===== src/rtl/och_pkg.sv =====
// Shared types and constants for the chained cone hash table.
package och_pkg;

  localparam int HEAD_BITS_DEF = 9;
  localparam int CAPACITY_DEF  = 256;
  localparam int QUEUE_DEPTH   = 4;

  localparam int KEY_IN_W = 24;
  localparam int CONE_W   = 20;
  localparam int KEY_W    = 2 * KEY_IN_W + 1;
  localparam int STATUS_W = 3;

  localparam logic [31:0] MUL_ANGLE  = 32'd11408669;
  localparam logic [31:0] MUL_RADIUS = 32'd97416181;
  localparam logic [31:0] MUL_SIGN   = 32'd71053447;

  localparam logic KIND_INSERT = 1'b0;
  localparam logic KIND_LOOKUP = 1'b1;

  typedef enum logic [STATUS_W-1:0] {
    ST_HIT      = 3'd0,
    ST_MISS     = 3'd1,
    ST_UPDATED  = 3'd2,
    ST_INSERTED = 3'd3,
    ST_REJECTED = 3'd4
  } och_status_t;

  typedef struct packed {
    logic                       kind;
    logic signed [KEY_IN_W-1:0] angle_key;
    logic signed [KEY_IN_W-1:0] radius_key;
    logic                       positive_sign;
    logic [CONE_W-1:0]          cone_id;
  } och_item_t;

endpackage


===== src/rtl/och_front.sv =====
// Front end: accepts requests and computes the bucket index in two stages.
module och_front import och_pkg::*; #(
  parameter int HEAD_BITS = HEAD_BITS_DEF
) (
  input  logic                                   clk,
  input  logic                                   rst_n,
  input  logic                                   in_valid,
  output logic                                   in_stall,
  input  och_item_t                              in_item,
  input  logic                                   back_ready,
  output logic                                   q_push,
  output logic [$bits(och_item_t)+HEAD_BITS-1:0] q_data,
  input  logic                                   q_full
);

  localparam logic [HEAD_BITS-1:0] MA = MUL_ANGLE[HEAD_BITS-1:0];
  localparam logic [HEAD_BITS-1:0] MR = MUL_RADIUS[HEAD_BITS-1:0];
  localparam logic [HEAD_BITS-1:0] MS = MUL_SIGN[HEAD_BITS-1:0];

  logic                 s1_v_r, s1_v_nxt;
  och_item_t            s1_item_r;
  logic [HEAD_BITS-1:0] s1_pa_r, s1_pr_r;
  logic                 s2_v_r, s2_v_nxt;
  och_item_t            s2_item_r;
  logic [HEAD_BITS-1:0] s2_bucket_r, s2_bucket_nxt;
  logic [HEAD_BITS-1:0] pa_nxt, pr_nxt, ps;
  logic                 s1_adv, s2_adv, accept;

  // only the low bucket bits of the 32-bit hash survive the mask
  assign pa_nxt = in_item.angle_key[HEAD_BITS-1:0] * MA;
  assign pr_nxt = in_item.radius_key[HEAD_BITS-1:0] * MR;
  assign ps     = s1_item_r.positive_sign ? MS : '0;
  assign s2_bucket_nxt = s1_pa_r + s1_pr_r + ps;

  assign q_push = s2_v_r & ~q_full;
  assign q_data = {s2_item_r, s2_bucket_r};
  assign s2_adv = ~s2_v_r | ~q_full;
  assign s1_adv = ~s1_v_r | s2_adv;
  assign in_stall = ~s1_adv | ~back_ready;
  assign accept = in_valid & ~in_stall;

  always_comb begin
    s1_v_nxt = s1_v_r;
    s2_v_nxt = s2_v_r;
    if (s2_adv) begin
      s2_v_nxt = s1_v_r;
    end
    if (s1_adv) begin
      s1_v_nxt = accept;
    end
  end

  always_ff @(posedge clk) begin
    if (!rst_n) begin
      s1_v_r <= 1'b0;
      s2_v_r <= 1'b0;
    end else begin
      s1_v_r <= s1_v_nxt;
      s2_v_r <= s2_v_nxt;
    end
  end

  always_ff @(posedge clk) begin
    if (accept) begin
      s1_item_r <= in_item;
      s1_pa_r   <= pa_nxt;
      s1_pr_r   <= pr_nxt;
    end
    if (s2_adv && s1_v_r) begin
      s2_item_r   <= s1_item_r;
      s2_bucket_r <= s2_bucket_nxt;
    end
  end

endmodule


===== config.mk =====
export PLATFORM = sky130hd
export DESIGN_NAME = och_front
export DESIGN_NICKNAME = d
export VERILOG_FILES = /design/src/rtl/och_pkg.sv /design/src/rtl/och_front.sv
export SDC_FILE = /design/constraint.sdc
export NUM_CORES = 1
export LEC_CHECK = 0
export BUFFER_PORTS_ARGS = -buffer_cell sky130_fd_sc_hd__buf_2
export CORE_AREA = 2 2 130 145
export CTS_BUF_LIST = sky130_fd_sc_hd__clkbuf_8 sky130_fd_sc_hd__clkbuf_16
export CTS_CLUSTER_SIZE = 40
export DETAILED_ROUTE_END_ITERATION = 10
export DIE_AREA = 0 0 132 147
export SYNTH_ARGS = -nofsm -noshare
export SYNTH_HDL_FRONTEND = slang
export SYNTH_SLANG_ARGS = --single-unit

===== constraint.sdc =====
create_clock -name clk -period 8.9 [get_ports clk]
set_input_delay 1.78 -clock clk [delete_from_list [all_inputs] [get_ports clk]]
set_output_delay 1.78 -clock clk [all_outputs]
set_load 0.03 [all_outputs]

==> flow_metrics.py, run 1 <==
metrics = {
    "clock_network": {
        "cts_made_buffers": 17,
        "clock-sinks": 165,
        "clk_latency_ns": 0.41,
        "clk_pin_slew_worst_paths_ns": 0.07,
        "ctsHtreeMaxLevel": 4,
        "cts-resized-gates": 0,
        "cts_tree": "yes",
        "ctsHoldBuffers": 0,
        "clockBufferDepth": 2,
        "cts_setup_buffers": 0,
        "root_buffer": "clkbuf_16",
    },
    "layout": {
        "fillCellCount": 1560,
        "final_net_count": 655,
        "fin_cells": 772,
        "drive_above_1_share_pct": 36.3,
        "area_growth_syn_to_layout_pct": 27.0,
        "num_antenna_cells": 0,
    },
    "drt": {
        "viasPerCell": 4.27,
        "vias": 3298,
        "routed_wl_um": 10900,
        "drtIter0Drc": 160,
        "drc_errors": 0,
        "antenna_left": 0,
        "wl_per_cell_um": 14.1,
        "dr.pass1.iters": 4,
    },
    "synthesis": {
        "ys_types": 23,
        "syn_avg_cell_area_um2": 19.1,
        "synth_edf_count": 163,
        "synthesis.yosys.warnings": 0,
        "synth_fp_nets": 479,
        "synthArstFlopShare_pct": 0,
        "ys_ff_latch": 165,
        "ys.flop_type": "edfxtp_1",
        "synthesis.area_mm2": 0.00651,
        "ys_seq_area_share_pct": 75.8,
        "syn-instance-count": 340,
    },
    "timing": {
        "period_needed_ns": 4.44,
        "rsz0062_at_grt": "false",
        "relSlewSlack_pct": 28.7,
        "timing.hold.ws_ns": 0.411,
        "max_freq_mhz": 225,
        "fin_setup_tns_ns": 0,
        "worst_pin_slew_ns": 1.07,
        "drv_slew": 0,
        "fin_skew_ns": 0.00610,
        "min_period_over_period_pct": 49.9,
        "setup_viol": 0,
        "hold_viol": 0,
    },
    "place": {
        "hpwl_um": 7720,
        "place_inst": 740,
        "place.gp.congestion": 0.749,
        "place.port_buffers": 155,
    },
    "worst_setup_path": {
        "worstPathArrival_ns": 4.60,
        "crit_type": "primary input to flop",
        "cp_max_fo": 5,
        "crit_required_ns": 9.06,
        "crit_path_end_kind": "flop",
        "setup.worst_path.start_class": "primary input",
    },
    "floorplanning": {
        "core-area_mm2": 0.0180,
        "die_h_um": 147,
        "io_pins": 156,
        "initial_utilization_pct": 36.1,
        "placementRows": 52,
        "die_area_mm2": 0.0194,
        "dieWidth_um": 132,
    },
    "status": {
        "outcome": "complete, no violations",
    },
    "grt": {
        "antenna_found_initial": 0,
        "grt_pass1_vias": 3363,
        "grt_pass1_wl_um": 17000,
        "grt_usage_pct": 11.6,
        "grt.overflow.total": 0,
        "grt_max_degree": 85,
    },
    "power": {
        "p_total_mw": 2.01,
        "p_leak_nw": 3.36,
        "vdd_drop_max_mv": 0.104,
        "power.density_mw_per_mm2": 243,
    },
    "run": {
        "cap_violations": 0,
    },
    "worst_hold_path": {
        "hp-class": "flop to flop",
    },
}
## placed cells by master (no fill, tap or decap), types with 3 or more instances in the layout
cell type	count
fa_1	18
a21o_1	5
ha_1	46
nor2b_1	4
xnor2_1	23
buf_2	155
clkbuf_16	17
nor2_1	3
a21oi_1	5
inv_1	51
o21a_1	3
bufinv_16	4
inv_6	5
edfxtp_1	163
## kinds of logic (layout without fill, tap and decap cells)
kind of cell	after synthesis	count (layout)	synth area share [%]
simple gates	15	15	1.19
buf+inv	51	240	2.94
xor+xnor	25	25	3.36
fa+ha+maj	64	64	14.4
flops	165	165	75.8
compound gates	20	20	2.29
## through the flow
stage                     util [%]  setup WS [ns]  area [um2]
after floorplan                  -          0.741        6510
after global routing          45.9           4.28        8270
after CTS                     45.9           4.47        8270
after global placement        42.3           4.08        7620
after detailed placement      42.3           4.01        7620
final                         45.9           4.46        8270
## state kept, by name, summed over array words and instances (netlist names)
signal	flops
s2_bucket_r	9
s1_pr_r	7
q_data	70
s1_pa_r	7
s1_v_r	1
s2_v_r	1
s1_item_r	70
## per-layer routing
| layer | global-route usage, % | share of wire (%) | vias to the layer above | routed length (um) |
|---|---|---|---|---|
| met2 | 19.0 | 50 | 115 | 5460 |
| met1 | 13.9 | 42 | 1595 | 4630 |
| met5 | 0 | 0 | - | 0 |
| li1 | - | - | 1579 | - |
| met3 | 4.38 | 6.3 | 9 | 690 |
| met4 | 4.24 | 1.0 | 0 | 110 |
## cells in the mapped netlist (2+ instances only)
| master | number | share of area (%) |
|---|---|---|
| nor2_1 | 3 | 0.17 |
| inv_1 | 51 | 2.9 |
| xnor2_1 | 23 | 3.1 |
| o21a_1 | 3 | 0.35 |
| xor2_1 | 2 | 0.27 |
| ha_1 | 46 | 8.8 |
| nand2_1 | 2 | 0.12 |
| edfxtp_1 | 163 | 75 |
| dfxtp_1 | 2 | 0.62 |
| a21o_1 | 5 | 0.58 |
| nor3_1 | 2 | 0.15 |
| a21oi_1 | 5 | 0.38 |
| nor2b_1 | 5 | 0.48 |
| a21boi_0 | 2 | 0.23 |
| fa_1 | 18 | 5.5 |
## final cells by class
cell class	count	area, um2	area share (%)
inverter	51	191	2.32
clock buffer	17	425	5.15
multi-input combinational	124	1400	16.9
tap	243	304	3.68
clock inverter	15	220	2.66
sequential	165	4930	59.7
timing repair buffer	157	791	9.57
## critical path, stage by stage
cell and delay, ns:
buf_2 0.14, ha_1 0.28, inv_1 0.05, fa_1 0.50
inv_1 0.04, ha_1 0.26, inv_1 0.05, fa_1 0.59
inv_1 0.06, ha_1 0.29, a21o_1 0.16, a21oi_1 0.17
xnor2_1 0.15, xnor2_1 0.08
## final timing paths
| check | to | slack, ns | startpoint | cells past startpoint |
|---|---|---|---|---|
| max | s1_pa_r[8] | 4.46 | in_item[49] | 14 |
| min | q_data[44] | 0.41 | s1_item_r[35] | 0 |
| max reg2reg | s2_bucket_r[7] | 6.44 | s1_item_r[20] | 8 |
| min reg2reg | q_data[44] | 0.41 | s1_item_r[35] | 0 |
## report_power, final
| part | switching (mW) | internal (mW) | leakage [nW] | total (mW) |
|---|---|---|---|---|
| Sequential | 0.0116 | 0.915 | 1.53 | 0.926 |
| Clock | 0.308 | 0.479 | 0.312 | 0.786 |
| Combinational | 0.166 | 0.127 | 1.52 | 0.293 |
(Power assumes the default switching activity.)
==> inputs of run 2 (changes only) <==
Settings changed: ABC_AREA set to 1, CORE_AREA 2 2 130 145 to 2 2 132 146, DIE_AREA 0 0 132 147 to 0 0 134 148.
Clock period 8.9 ns to 4.5 ns, I/O delays scaled along.
==> run 2 against run 1 <==
  * Clock power is 76% higher
  * Sequential power is 98% higher
  * Global-route usage is 0.30 points higher
  * Via count is 7.7% higher
  * Critical path type unchanged
  * Largest power group unchanged
==> flow_metrics.py, run 2 <==
metrics = {
    "status": {
        "outcome": "complete, no violations",
    },
    "place": {
        "place.gp.congestion": 0.828,
        "placed_area_mm2": 0.00782,
        "place_inst": 810,
        "place.port_buffers": 155,
        "hpwl_um": 8370,
    },
    "clock_network": {
        "cts_setup_buffers": 0,
        "clk_latency_ns": 0.41,
        "cts_tree": "yes",
        "clock-sinks": 165,
        "root_buffer": "clkbuf_16",
        "ctsHoldBuffers": 0,
        "cts_made_buffers": 17,
        "clk_pin_slew_worst_paths_ns": 0.07,
        "ctsHtreeMaxLevel": 4,
        "cts-resized-gates": 0,
        "clockBufferDepth": 2,
    },
    "worst_setup_path": {
        "worstPathArrival_ns": 3.67,
        "setup.worst_path.start_class": "primary input",
        "crit_chain": "buf_2 > ha_1 > inv_1 > fa_1 > inv_1 > ha_1 > inv_1 > fa_1 > inv_1 > ha_1 > nand2_1 > nand2_1 > nor2_1 > nand3_1 > nand2_1 > inv_1 > nand2_1 > nand2_1",
        "crit_path_max_incr_delay_ns": 0.53,
        "crit_path_end_kind": "flop",
        "critical-path-slowest-cell": "fa_1",
        "cp_max_fo": 5,
        "crit_type": "primary input to flop",
        "crit_required_ns": 4.67,
        "r2r_cells": 8,
    },
    "synthesis": {
        "synth-simple-area-share_pct": 4.55,
        "synth_compound_area_share_pct": 1.27,
        "synthesis.yosys.warnings": 0,
        "synth_top_family_by_area": "adder cells",
        "syn_avg_cell_area_um2": 16.4,
        "ys_types": 24,
        "synth_common_cells": "edfxtp_1, inv_1, nand2_1",
        "synth-adder-area-share_pct": 14.0,
        "ys_ff_latch": 165,
        "synthesis.area_mm2": 0.00668,
        "synth_xor_area_share_pct": 1.83,
        "synthMuxAreaShare_pct": 0,
        "synth_top_area_share_pct": 73.2,
        "synth_fp_nets": 547,
        "yosysMostFrequentCell": "edfxtp_1",
        "synthArstFlopShare_pct": 0,
        "synth_edf_count": 163,
        "synthTopCellsByArea": "edfxtp_1, ha_1, fa_1",
        "syn-instance-count": 408,
        "ys.flop_type": "edfxtp_1",
        "synth_top_cell_by_area": "edfxtp_1",
        "ys_seq_area_share_pct": 73.8,
    },
    "timing": {
        "timing.hold.ws_ns": 0.418,
        "worst_pin_slew_ns": 0.597,
        "drv_slew": 0,
        "max_freq_mhz": 286,
        "fin_setup_tns_ns": 0,
        "fin_skew_ns": 0.00918,
        "period_needed_ns": 3.50,
        "hold_viol": 0,
        "rsz0062_at_grt": "false",
        "relSlewSlack_pct": 60.2,
        "setup_viol": 0,
        "min_period_over_period_pct": 77.8,
    },
    "layout": {
        "register_area_mm2": 0.00493,
        "fillCellCount": 1601,
        "layout_commonest_cell": "edfxtp_1",
        "num_antenna_cells": 0,
        "drive_above_1_share_pct": 33.1,
        "final_net_count": 725,
        "final_cell_mix": "edfxtp_1, buf_2, inv_1",
        "fin_area_mm2": 0.00841,
        "area_growth_syn_to_layout_pct": 25.8,
        "fin_cells": 842,
        "multi_input_area_mm2": 0.00147,
    },
    "drt": {
        "vias": 3551,
        "drc_errors": 0,
        "antenna_left": 0,
        "drtIter0Drc": 226,
        "dr.pass1.iters": 5,
        "wl_per_cell_um": 13.2,
        "routed_wl_um": 11200,
        "viasPerCell": 4.22,
    },
    "worst_hold_path": {
        "hp-class": "flop to flop",
        "hold_depth": 0,
    },
    "grt": {
        "grt_usage_pct": 11.9,
        "grt_pass1_wl_um": 18100,
        "antenna_found_initial": 0,
        "grt_max_degree": 49,
        "grt_pass1_vias": 3743,
        "grt.overflow.total": 0,
    },
    "power": {
        "p_leak_nw": 3.60,
        "power.density_mw_per_mm2": 449,
        "vdd_drop_max_mv": 0.216,
        "p_total_mw": 3.78,
    },
    "floorplanning": {
        "io_pins": 156,
        "die_h_um": 148,
        "initial_utilization_pct": 36.6,
        "placementRows": 52,
        "dieWidth_um": 134,
        "core-area_mm2": 0.0183,
        "die_area_mm2": 0.0198,
    },
    "run": {
        "cap_violations": 0,
    },
}
## run 2: area by class of cell
type / instances / share of cell area, %
Clock buffer: 17 / 5.06
Clock inverter: 15 / 1.86
Inverter: 80 / 3.57
Multi-Input combinational cell: 163 / 17.4
Sequential cell: 165 / 58.7
Tap cell: 243 / 3.62
Timing Repair Buffer: 159 / 9.74
## run 2: report_power, final
group	switching [mW]	total, mW	leakage (nW)	internal (mW)
clock	0.640	1.38	0.285	0.741
combinational	0.345	0.569	1.79	0.224
sequential	0.0226	1.83	1.53	1.80
## run 2: kinds of logic after synthesis
| family | Yosys count |
|---|---|
| AOI/OAI and AO/OA | 14 |
| xor gates and xnor gates | 14 |
| adders and majority gates | 64 |
| buffers and inverters | 80 |
| DFF | 165 |
| and+or+nand+nor | 71 |
## run 2: stage by stage
step,setup WS (ns),util [%]
finish,1.00,46.0
global route,0.724,46.0
CTS,1.01,46.0
detailed placement,0.564,42.8
global placement,0.595,42.8
floorplan,0.702,-
## run 2: final timing paths
check | startpoint | endpoint | slack (ns)
worst min-delay path | s1_item_r[15] | q_data[24] | 0.42
worst max-delay path | in_item[50] | s1_pa_r[8] | 1.00
worst max register to register | s1_item_r[20] | s2_bucket_r[7] | 2.20
worst min register to register | s1_item_r[15] | q_data[24] | 0.42
## run 2: critical path, delay by kind of cell
family	cells	cell delay, ns
fa+ha+maj	5	1.89
buf+inv	6	0.35
simple gates	7	0.52
## run 2: layer usage
metal,part of all wire (%),up-vias,GRT usage [%]
li1,-,1759,-
met3,6.4,8,3.53
met2,52,103,20.9
met1,41,1681,13.8
met4,1.2,0,4.15
met5,0,-,0
