**config.mk**
```make
export PLATFORM = sky130hd
export DESIGN_NAME = och_fifo
export DESIGN_NICKNAME = d
export VERILOG_FILES = /design/src/rtl/och_pkg.sv /design/src/rtl/och_fifo.sv
export SDC_FILE = /design/constraint.sdc
export NUM_CORES = 1
export LEC_CHECK = 0
export BUFFER_PORTS_ARGS = -buffer_cell sky130_fd_sc_hd__buf_2
export CAP_MARGIN = 10
export CORE_ASPECT_RATIO = 1.1
export CORE_MARGIN = 10
export CORE_UTILIZATION = 30
export CTS_CLUSTER_SIZE = 8
export DETAILED_ROUTE_END_ITERATION = 8
export PLACE_DENSITY_LB_ADDON = 0.12
export SLEW_MARGIN = 10
export SYNTH_ARGS = -nofsm -noshare
export SYNTH_HDL_FRONTEND = slang
export SYNTH_SLANG_ARGS = --single-unit
```
**constraint.sdc**
```tcl
create_clock -name clk -period 1.71 [get_ports clk]
set_input_delay 0.342 -clock clk [delete_from_list [all_inputs] [get_ports clk]]
set_output_delay 0.342 -clock clk [all_outputs]
set_load 0.01 [all_outputs]
```
**src/rtl/och_pkg.sv**
```systemverilog
// Shared types and constants for the chained cone hash table.
package och_pkg;

  localparam int HEAD_BITS_DEF = 9;
  localparam int CAPACITY_DEF  = 256;
  localparam int QUEUE_DEPTH   = 4;

  localparam int KEY_IN_W = 24;
  localparam int CONE_W   = 20;
  localparam int KEY_W    = 2 * KEY_IN_W + 1;
  localparam int STATUS_W = 3;

  localparam logic [31:0] MUL_ANGLE  = 32'd11408669;
  localparam logic [31:0] MUL_RADIUS = 32'd97416181;
  localparam logic [31:0] MUL_SIGN   = 32'd71053447;

  localparam logic KIND_INSERT = 1'b0;
  localparam logic KIND_LOOKUP = 1'b1;

  typedef enum logic [STATUS_W-1:0] {
    ST_HIT      = 3'd0,
    ST_MISS     = 3'd1,
    ST_UPDATED  = 3'd2,
    ST_INSERTED = 3'd3,
    ST_REJECTED = 3'd4
  } och_status_t;

  typedef struct packed {
    logic                       kind;
    logic signed [KEY_IN_W-1:0] angle_key;
    logic signed [KEY_IN_W-1:0] radius_key;
    logic                       positive_sign;
    logic [CONE_W-1:0]          cone_id;
  } och_item_t;

endpackage

```
**src/rtl/och_fifo.sv**
```systemverilog
// Small request queue between the front end and the chain walker.
module och_fifo import och_pkg::*; #(
  parameter int WIDTH = 8,
  parameter int DEPTH = QUEUE_DEPTH
) (
  input  logic             clk,
  input  logic             rst_n,
  input  logic             push,
  input  logic [WIDTH-1:0] push_data,
  output logic             full,
  input  logic             pop,
  output logic [WIDTH-1:0] pop_data,
  output logic             not_empty
);

  localparam int PTR_W = (DEPTH > 1) ? $clog2(DEPTH) : 1;
  localparam int CNT_W = $clog2(DEPTH + 1);

  logic [WIDTH-1:0] mem [DEPTH];
  logic [PTR_W-1:0] wr_ptr_r, wr_ptr_nxt, rd_ptr_r, rd_ptr_nxt;
  logic [CNT_W-1:0] cnt_r, cnt_nxt;

  assign full      = (cnt_r == CNT_W'(DEPTH));
  assign not_empty = (cnt_r != '0);
  assign pop_data  = mem[rd_ptr_r];

  always_comb begin
    wr_ptr_nxt = wr_ptr_r;
    rd_ptr_nxt = rd_ptr_r;
    cnt_nxt    = cnt_r;
    if (push) begin
      wr_ptr_nxt = (wr_ptr_r == PTR_W'(DEPTH - 1)) ? '0 : wr_ptr_r + PTR_W'(1);
    end
    if (pop) begin
      rd_ptr_nxt = (rd_ptr_r == PTR_W'(DEPTH - 1)) ? '0 : rd_ptr_r + PTR_W'(1);
    end
    if (push && !pop) begin
      cnt_nxt = cnt_r + CNT_W'(1);
    end else if (pop && !push) begin
      cnt_nxt = cnt_r - CNT_W'(1);
    end
  end

  always_ff @(posedge clk) begin
    if (!rst_n) begin
      wr_ptr_r <= '0;
      rd_ptr_r <= '0;
      cnt_r    <= '0;
    end else begin
      wr_ptr_r <= wr_ptr_nxt;
      rd_ptr_r <= rd_ptr_nxt;
      cnt_r    <= cnt_nxt;
    end
  end

  always_ff @(posedge clk) begin
    if (push) begin
      mem[wr_ptr_r] <= push_data;
    end
  end

endmodule

```
==> flow_summary_export.csv, run 1 <==
group,metric,value,unit
routing,drc,0,
routing,dr.pass1.iters,3,
worst_setup_path,endpoint_kind,"output pin",
place,portBuffers,21,
synth,synth-seq-cells,41,
floorplanning,die_h,97.0,um
min_path,hold_class,"in2reg",
global_routing,grt_max_degree,14,
place,place_area,1870,sq um
worst_setup_path,cp_max_fo,4,
routing,ant_nets,0,
floorplanning,initial_core_util,0.317,
synth,synth-main-ff-cell,"edfxtp_1",
finish,nNetsFinal,142,
clock_network,cts_tree,"done",
clock_network,clk_latency,290,ps
sta,tns,-415,ps
synth,async_flop_share,0,
clock_network,clock_path_buffers,2,
floorplanning,rows,27,
sta,max-slew-margin-rel,0.696,
finish,regArea,1140,sq um
synth,synth_top_area_frac,0.594,
clock_network,ctsHoldBuffers,0,
clock_network,htree_levels,2,
finish,nFillCells,494,
place,gp_congestion,0.660,
synth,ys_seq_area_frac,0.706,
sta,tightest_slew,456,ps
outcome,violations,"setup timing",
place,hpwlAfterDp,2.11,mm
global_routing,antenna_found_initial,0,
global_routing,grt_overflow,0,
sta,finalHoldViolCount,0,
clock_network,numCtsBuffers,5,
routing,wl_per_cell,14.7,um
sta,fmax,561,MHz
worst_setup_path,crit_required,1370,ps
synth,synth-edff-count,32,
finish,antennaDiodeCount,0,
sta,period_needed,1780,ps
floorplanning,dieArea,8730,sq um
routing,vias,821,
worst_setup_path,arrival,1440,ps
finish,fin_area,2010,sq um
global_routing,grt_usage,0.0705,
finish,final_util,0.395,
clock_network,numClockSinks,41,
worst_setup_path,crit_type,"reg2out",
clock_network,clockRootBuffer,"clkbuf_8",
global_routing,grtUsageMet3,0.0293,
job,max-cap-violations,0,
floorplanning,coreArea,5100,sq um
floorplanning,die_w,90.0,um
finish,multi_input_area,444,sq um
synth,synth.net_count,105,
global_routing,gr-usage-met1,0.0771,
clock_network,cts.reportedPaths.clkPinSlew,80,ps
synth,yosys_warnings,0,
power_and_ir_drop,power.leakage,0.750,nW
outcome,status,"finished, violations left",
synth,yosys.cell_types.count,20,
synth,syn_avg_cell_area,18.8,sq um
worst_setup_path,setup.worst_path.start_class,"flop",
global_routing,first_global_vias,924,
global_routing,busiest_layer,"met2",
synth,yosys-top-cells-area,"edfxtp_1 (59%), dfxtp_1 (11%), mux4_2 (11%)",
synth,postSynthCellCount,86,
routing,drt_iter0_markers,46,
global_routing,grt_util_met2,0.119,
sta,post-route-period-util,1.04,
sta,grt_setup_unrepaired,"yes",
sta,setup_slack,-74.0,ps
power_and_ir_drop,powerDensity,1020,nW/um^2
power_and_ir_drop,vdd.ir_drop.worst,0.515,mV
synth,synth_top_area_cell,"edfxtp_1",
global_routing,grt_pass1_wl,4.87,mm
sta,finClkSkew,3.84,ps
synth,syn-cell-area,1620,sq um
floorplanning,io_pins,22,
routing,drt-total-wl,2.88,mm
sta,setup-violations-final,8,
routing,vias_per_cell,4.19,
sta,slew_violations,0,
finish,layout-drive-gt1-share,0.395,
finish,synthToLayoutAreaGrowth,24.5,%
## Yosys cell counts (2+ instances only)
library cell and n:
edfxtp_1 32, dfxtp_1 9, mux4_2 8, ha_1 6
and2_1 5, nor2b_1 5, inv_1 4, mux2i_1 4
or3_1 2
## what timing repair did
item	CTS	global route
cloned	0	0
endpoints found under the setup margin	8	8
resized for setup	8	2
buffers inserted	1	0
## registers in the layout, summed over array words and instances, names as in the netlist, named ones only
name / count
cnt_r: 3
mem: 32
rd_ptr_r: 2
wr_ptr_r: 2
## through the flow
step | hold slack (ps) | instances | setup slack [ps] | power (W)
floorplan | 441 | 86 | 105 | 0.00134
global placement | 490 | 187 | -21.7 | 0.00145
detailed placement | 490 | 187 | -84.2 | 0.00146
CTS | 261 | 196 | -92.1 | 0.00208
global route | 258 | 196 | -128 | 0.00217
finish | 266 | 196 | -74.0 | 0.00206
## cell families (layout without fill, tap and decap cells)
family,Yosys count,after routing,share of synthesized area
simple gates,15,15,0.0565
flops,41,41,0.706
mux,12,12,0.136
compound gates,3,3,0.0124
fa+ha+maj,7,7,0.0588
xor+xnor,2,2,0.0108
buf+inv,6,44,0.0193
## where the power goes
part | switching, W | total (W) | internal [W] | leakage, nW
Clock | 0.000326 | 0.000608 | 0.000282 | 0.0439
Combinational | 0.000131 | 0.000291 | 0.000160 | 0.337
Sequential | 0.0000299 | 0.00116 | 0.00113 | 0.369
Total | 0.000487 | 0.00206 | 0.00157 | 0.750
## critical path, stage by stage, from the launching register on
cell     delay (ps)
dfxtp_4         370
buf_6           130
mux4_2          520
buf_6           140
## area by class of cell
| cell class | count | area share |
|---|---|---|
| Tap cell | 72 | 0.0447 |
| Clock buffer | 5 | 0.0342 |
| Clock inverter | 3 | 0.00870 |
| Inverter | 4 | 0.00746 |
| Multi-Input combinational cell | 39 | 0.221 |
| Timing Repair Buffer | 32 | 0.116 |
| Sequential cell | 41 | 0.569 |
## cell usage in the layout (no fill, tap or decap)
master,netlist,layout
a21boi_1,1,1
xor2_1,1,1
nor3_1,1,1
xnor2_1,1,1
nor2b_1,5,5
nor2_1,1,1
buf_4,0,9
mux2i_1,4,4
and2_1,5,5
clkinvlp_4,0,1
clkinv_2,0,2
dfxtp_1,9,8
o21a_1,1,1
dfxtp_4,0,1
ha_1,6,6
inv_1,4,4
buf_2,0,15
nor3b_1,1,1
or3_1,2,2
fa_1,1,1
buf_6,1,8
o21ai_0,1,1
mux4_2,8,8
clkbuf_8,0,5
edfxtp_1,32,32
## per-layer routing
layer	up-vias	part of all wire	routed length (um)
met5	-	0	0
met2	17	0.53	1520
met4	0	0.014	40
met3	4	0.046	132
li1	399	-	-
met1	401	0.41	1180
## final timing paths
kind / slack [ps] / end / depth (start not counted) / startpoint
worst min register to register: 500 / cnt_r[2] / 2 / cnt_r[2]
worst min-delay path: 270 / mem[1][5] / 1 / push_data[5]
worst max-delay path: -70 / pop_data[5] / 3 / flop
worst max register to register: 240 / cnt_r[2] / 4 / cnt_r[0]
Power figures use the tool's default switching activity.
==> inputs of run 2 (changes only) <==
--- a/config.mk
+++ b/config.mk
@@ -10,10 +10,10 @@
 export CORE_ASPECT_RATIO = 1.1
 export CORE_MARGIN = 10
 export CORE_UTILIZATION = 30
+export CTS_CLUSTER_DIAMETER = 80
 export CTS_CLUSTER_SIZE = 8
 export DETAILED_ROUTE_END_ITERATION = 8
 export PLACE_DENSITY_LB_ADDON = 0.12
-export SLEW_MARGIN = 10
 export SYNTH_ARGS = -nofsm -noshare
 export SYNTH_HDL_FRONTEND = slang
 export SYNTH_SLANG_ARGS = --single-unit
==> constraint.sdc (replaced) <==
create_clock -name clk -period 1.6 [get_ports clk]
set_input_delay 0.32 -clock clk [delete_from_list [all_inputs] [get_ports clk]]
set_output_delay 0.32 -clock clk [all_outputs]
set_load 0.01 [all_outputs]
==> run 2 against run 1 <==
The flow still finishes with violations (setup timing); first-iteration DRC count down 50%; register-to-register slack worse by 110 ps; flip-flop and latch count unchanged; utilization up 0.12 points; sequential power up 7%; critical endpoint is now pop_data[3]; clock power up 4.9%; global-route usage up 0.064 points; wire length down 0.45%; critical path depth unchanged; combinational power up 8.2%; hold slack worse by 22 ps.
==> flow_summary_export.csv, run 2 (synthesis gave the netlist of run 1 again) <==
group,metric,value,unit
sta,setup_slack,-150,ps
finish,nFillCells,476,
sta,max-slew-margin-rel,0.856,
floorplanning,dieArea,8730,sq um
floorplanning,die_h,97.0,um
power_and_ir_drop,finalPower,0.00219,W
routing,drt-total-wl,2.87,mm
finish,largest_reg_flops,32,
global_routing,grt_overflow,0,
floorplanning,io_pins,22,
finish,nNetsFinal,143,
outcome,violations,"setup timing",
sta,finClkSkew,5.62,ps
routing,drt_iter0_markers,23,
finish,final_common_cell,"edfxtp_1",
min_path,hold_class,"in2reg",
power_and_ir_drop,power.leakage,0.758,nW
clock_network,cts_tree,"done",
finish,instances_no_fill,197,
clock_network,clock_path_buffers,2,
routing,vias,828,
floorplanning,rows,27,
sta,fin_hold_ws,244,ps
finish,antennaDiodeCount,0,
finish,largest-register,"mem",
global_routing,antenna_found_initial,0,
worst_setup_path,arrival,1430,ps
finish,regArea,1140,sq um
clock_network,numClockSinks,41,
routing,drc,0,
place,hpwlAfterDp,2.14,mm
worst_setup_path,slowest_delay,520,ps
sta,tns,-1080,ps
global_routing,first_global_vias,938,
global_routing,grt_max_degree,13,
power_and_ir_drop,powerDensity,1090,nW/um^2
sta,setup-violations-final,8,
place,portBuffers,21,
clock_network,htree_levels,2,
routing,ant_nets,0,
floorplanning,die_w,90.0,um
worst_setup_path,crit_required,1280,ps
sta,tightest_slew,216,ps
finish,layout-drive-gt1-share,0.392,
worst_setup_path,slowest_stage,"mux4_2",
worst_setup_path,endpoint_kind,"output pin",
job,max-cap-violations,0,
global_routing,grt_pass1_wl,4.78,mm
place,place_area,1900,sq um
sta,fmax,571,MHz
finish,reg.largest.list,"mem x32, cnt_r x3",
routing,dr.pass1.iters,4,
worst_setup_path,crit_family,"multiplexers",
worst_setup_path,crit_buf_inv,2,
floorplanning,initial_core_util,0.317,
worst_setup_path,cp_cell_sequence,"buf_12 > mux4_2 > buf_6",
sta,grt_setup_unrepaired,"yes",
clock_network,cts_setup_buffers,0,
place,gp_congestion,0.660,
power_and_ir_drop,vdd.ir_drop.worst,0.468,mV
worst_setup_path,cp_max_fo,8,
clock_network,numCtsBuffers,5,
worst_setup_path,crit_type,"reg2out",
clock_network,cts.reportedPaths.clkPinSlew,70,ps
finish,final_cell_mix,"edfxtp_1 (32), buf_2 (15), buf_4 (11)",
min_path,holdPathStages,1,
routing,wl_per_cell,14.5,um
finish,synthToLayoutAreaGrowth,24.9,%
finish,fin_area,2020,sq um
outcome,status,"finished, violations left",
routing,vias_per_cell,4.20,
place,dpl.cell_count,189,
sta,slew_violations,0,
clock_network,clk_latency,290,ps
global_routing,grt_usage,0.0712,
floorplanning,coreArea,5100,sq um
worst_setup_path,path_depth,3,
worst_setup_path,reg2reg_depth,4,
sta,period_needed,1750,ps
sta,post-route-period-util,1.09,
sta,finalHoldViolCount,0,
clock_network,clockRootBuffer,"clkbuf_8",
worst_setup_path,setup.worst_path.start_class,"flop",
finish,multi_input_area,444,sq um
run 2: power by group:
part | total (W) | switching [W] | leakage [nW] | internal [W]
combinational | 0.000315 | 0.000141 | 0.344 | 0.000174
sequential | 0.00124 | 0.0000317 | 0.369 | 0.00121
clock | 0.000638 | 0.000335 | 0.0450 | 0.000302
run 2: path summary, 6_finish.rpt:
path / from / to / slack (ps)
setup / recovery: flop / pop_data[3] / -150
hold / removal: push_data[2] / mem[1][2] / 240
setup reg to reg: cnt_r[0] / cnt_r[2] / 130
hold reg to reg: cnt_r[2] / cnt_r[2] / 500
run 2: worst register-to-register path: stages, from the launching register on:
cell and delay (ps):
dfxtp_1 360, fa_1 450, xor2_1 160, or3_1 300
a21boi_1 140
run 2: metal layers:
layer	vias up	part of all wire	track usage
met1	406	0.41	0.0753
met5	-	0	0
met2	18	0.52	0.120
met4	0	0.020	0.0328
met3	5	0.047	0.0301
li1	399	-	-
run 2: through the flow:
stage                     worst slack (ps)   util
after floorplan                       17.3      -
after global placement                -116  0.372
after detailed placement              -191  0.372
after CTS                             -185  0.392
after global routing                  -207  0.396
final                                 -150  0.396
run 2: repair_timing:
item	4_1_cts	5_1_grt
endpoints found under the setup margin	8	8
cloned	0	0
resized for setup	4	3
hold buffers	0	0
run 2: cell type report:
| class | count | share of cell area |
|---|---|---|
| clock buffers | 6 | 0.0359 |
| clock inverters | 2 | 0.00496 |
| inverters | 4 | 0.00743 |
| multi-input cells | 39 | 0.220 |
| flip-flops and latches | 41 | 0.566 |
| well taps | 72 | 0.0446 |
| repair buffers | 33 | 0.121 |
==> inputs of run 3 (changes only) <==
--- a/config.mk
+++ b/config.mk
@@ -13,6 +13,7 @@
 export CTS_CLUSTER_DIAMETER = 80
 export CTS_CLUSTER_SIZE = 8
 export DETAILED_ROUTE_END_ITERATION = 8
+export MAX_ROUTING_LAYER = met4
 export PLACE_DENSITY_LB_ADDON = 0.12
 export SYNTH_ARGS = -nofsm -noshare
 export SYNTH_HDL_FRONTEND = slang
==> run 3 against run 2 <==
The flow still finishes with violations (setup timing); maximum frequency about the same; sequential share of layout area is the same; flip-flop and latch count is the same; wire length hardly changed; global-route usage increased by 0.21 points; combinational power is essentially flat; count of clock-buffer cells in the layout did not move; via count fell by 0.12%; utilization unchanged; hold slack gained 1.0 ps; power shrank 0.12%; largest power group unchanged; highest routed layer unchanged.
==> flow_summary_export.csv, run 3 (synthesis gave the netlist of run 1 again) <==
group,metric,value,unit
global_routing,grt_usage,0.0733,
clock_network,numClockSinks,41,
floorplanning,coreArea,5100,sq um
worst_setup_path,r2r-end,"cnt_r[2]",
finish,antennaDiodeCount,0,
worst_setup_path,cp_max_fo,8,
clock_network,ctsHoldBuffers,0,
min_path,holdPathStages,1,
min_path,hold_class,"in2reg",
global_routing,grt_overflow,0,
floorplanning,rows,27,
clock_network,htree_levels,2,
sta,max-slew-margin-rel,0.856,
clock_network,clk_latency,290,ps
sta,period_needed,1750,ps
sta,finalHoldViolCount,0,
floorplanning,dieArea,8730,sq um
worst_setup_path,crit_required,1280,ps
sta,slew_violations,0,
worst_setup_path,crit_type,"reg2out",
worst_setup_path,setup.worst_path.start_class,"flop",
global_routing,grt_max_degree,13,
finish,synthToLayoutAreaGrowth,24.9,%
routing,ant_nets,0,
finish,nNetsFinal,143,
clock_network,clock_path_buffers,2,
sta,fmax,572,MHz
global_routing,grt_pass1_wl,4.81,mm
finish,final_common_cell,"edfxtp_1",
floorplanning,die_w,90.0,um
routing,wl_per_cell,14.5,um
worst_setup_path,reg2reg_depth,4,
routing,vias,827,
place,place_area,1900,sq um
global_routing,antenna_found_initial,0,
sta,finClkSkew,5.67,ps
finish,final_cell_mix,"edfxtp_1 (32), buf_2 (15), buf_4 (11)",
finish,reg.largest.list,"mem x32, cnt_r x3",
power_and_ir_drop,vdd.ir_drop.worst,0.467,mV
min_path,min_to,"mem[1][2]",
clock_network,clockRootBuffer,"clkbuf_8",
clock_network,cts_setup_buffers,0,
finish,fin_area,2020,sq um
outcome,status,"finished, violations left",
sta,tightest_slew,216,ps
floorplanning,initial_core_util,0.317,
worst_setup_path,timing.rr.start,"cnt_r[0]",
worst_setup_path,arrival,1430,ps
routing,vias_per_cell,4.20,
place,gp_congestion,0.667,
clock_network,cts_tree,"done",
floorplanning,io_pins,22,
worst_setup_path,regToRegSetupSlack,130,ps
place,pre_cts_ws,-191,ps
global_routing,first_global_vias,936,
routing,drc,0,
power_and_ir_drop,powerDensity,1090,nW/um^2
finish,layout-drive-gt1-share,0.392,
worst_setup_path,endpoint_kind,"output pin",
outcome,violations,"setup timing",
min_path,hold_path_startpoint,"push_data[2]",
clock_network,numCtsBuffers,5,
place,hpwlAfterDp,2.14,mm
routing,dr.pass1.iters,4,
sta,setup-violations-final,8,
clock_network,cts.reportedPaths.clkPinSlew,70,ps
job,max-cap-violations,0,
sta,setup_slack,-150,ps
floorplanning,die_h,97.0,um
finish,largest_reg_flops,32,
place,portBuffers,21,
sta,post-route-period-util,1.09,
finish,largest-register,"mem",
sta,grt_setup_unrepaired,"yes",
routing,drt_iter0_markers,22,
power_and_ir_drop,power.leakage,0.758,nW
routing,drt-total-wl,2.87,mm
-- run 3: cell counts in the layout (fill, tap and decap cells not counted) --
Identical to the previous run, type by type.
-- run 3: final cells by class --
class	count	area, sq um
Inverter	4	15.0
Fill cell	476	3080
Timing Repair Buffer	33	245
Clock inverter	2	10.0
Tap cell	72	90.1
Clock buffer	6	72.6
Multi-Input combinational cell	39	444
Sequential cell	41	1140
-- run 3: how the worst max path moves through the flow --
stage          from           to  slack [ps]  depth (start not counted)
6_report       flop  pop_data[3]        -150                          3
3_5_place_dp    pop     cnt_r[2]        -190                          8
2_1_floorplan   pop     cnt_r[2]          20                          7
3_3_place_gp    pop     cnt_r[2]        -120                          8
4_1_cts        flop  pop_data[3]        -180                          3
5_1_grt        flop  pop_data[3]        -210                          3
-- run 3: layer usage --
metal | up-vias | share of wire | GRT usage
met2 | 17 | 0.52 | 0.119
met4 | 0 | 0.020 | 0.0328
met3 | 6 | 0.033 | 0.0270
li1 | 399 | - | -
met1 | 405 | 0.43 | 0.0781
met5 | - | 0 | -
-- run 3: metrics by stage --
stage	setup TNS [ps]	hold WS, ps	cells	utilization	total power [W]
detailed placement	-191	492	189	0.372	0.00156
global placement	-116	488	189	0.372	0.00155
CTS	-1290	240	197	0.392	0.00222
finish	-1070	245	197	0.396	0.00219
global route	-1540	235	197	0.396	0.00232
floorplan	0	419	86	-	0.00143
-- run 3: repair_timing --
item | 4_1_cts | 5_1_grt
pin swaps | 0 | 0
gates resized for setup | 4 | 3
setup endpoints to repair | 8 | 8
-- run 3: power by group --
part	internal [W]	total, W	switching (W)
combinational	0.000174	0.000315	0.000141
sequential	0.00121	0.00124	0.0000317
clock	0.000302	0.000635	0.000333
total	0.00169	0.00219	0.000505
-- run 3: worst max-delay path: stages, from the launching register on --
cell and delay (ps):
dfxtp_2 340, buf_12 140, mux4_2 520, buf_6 140
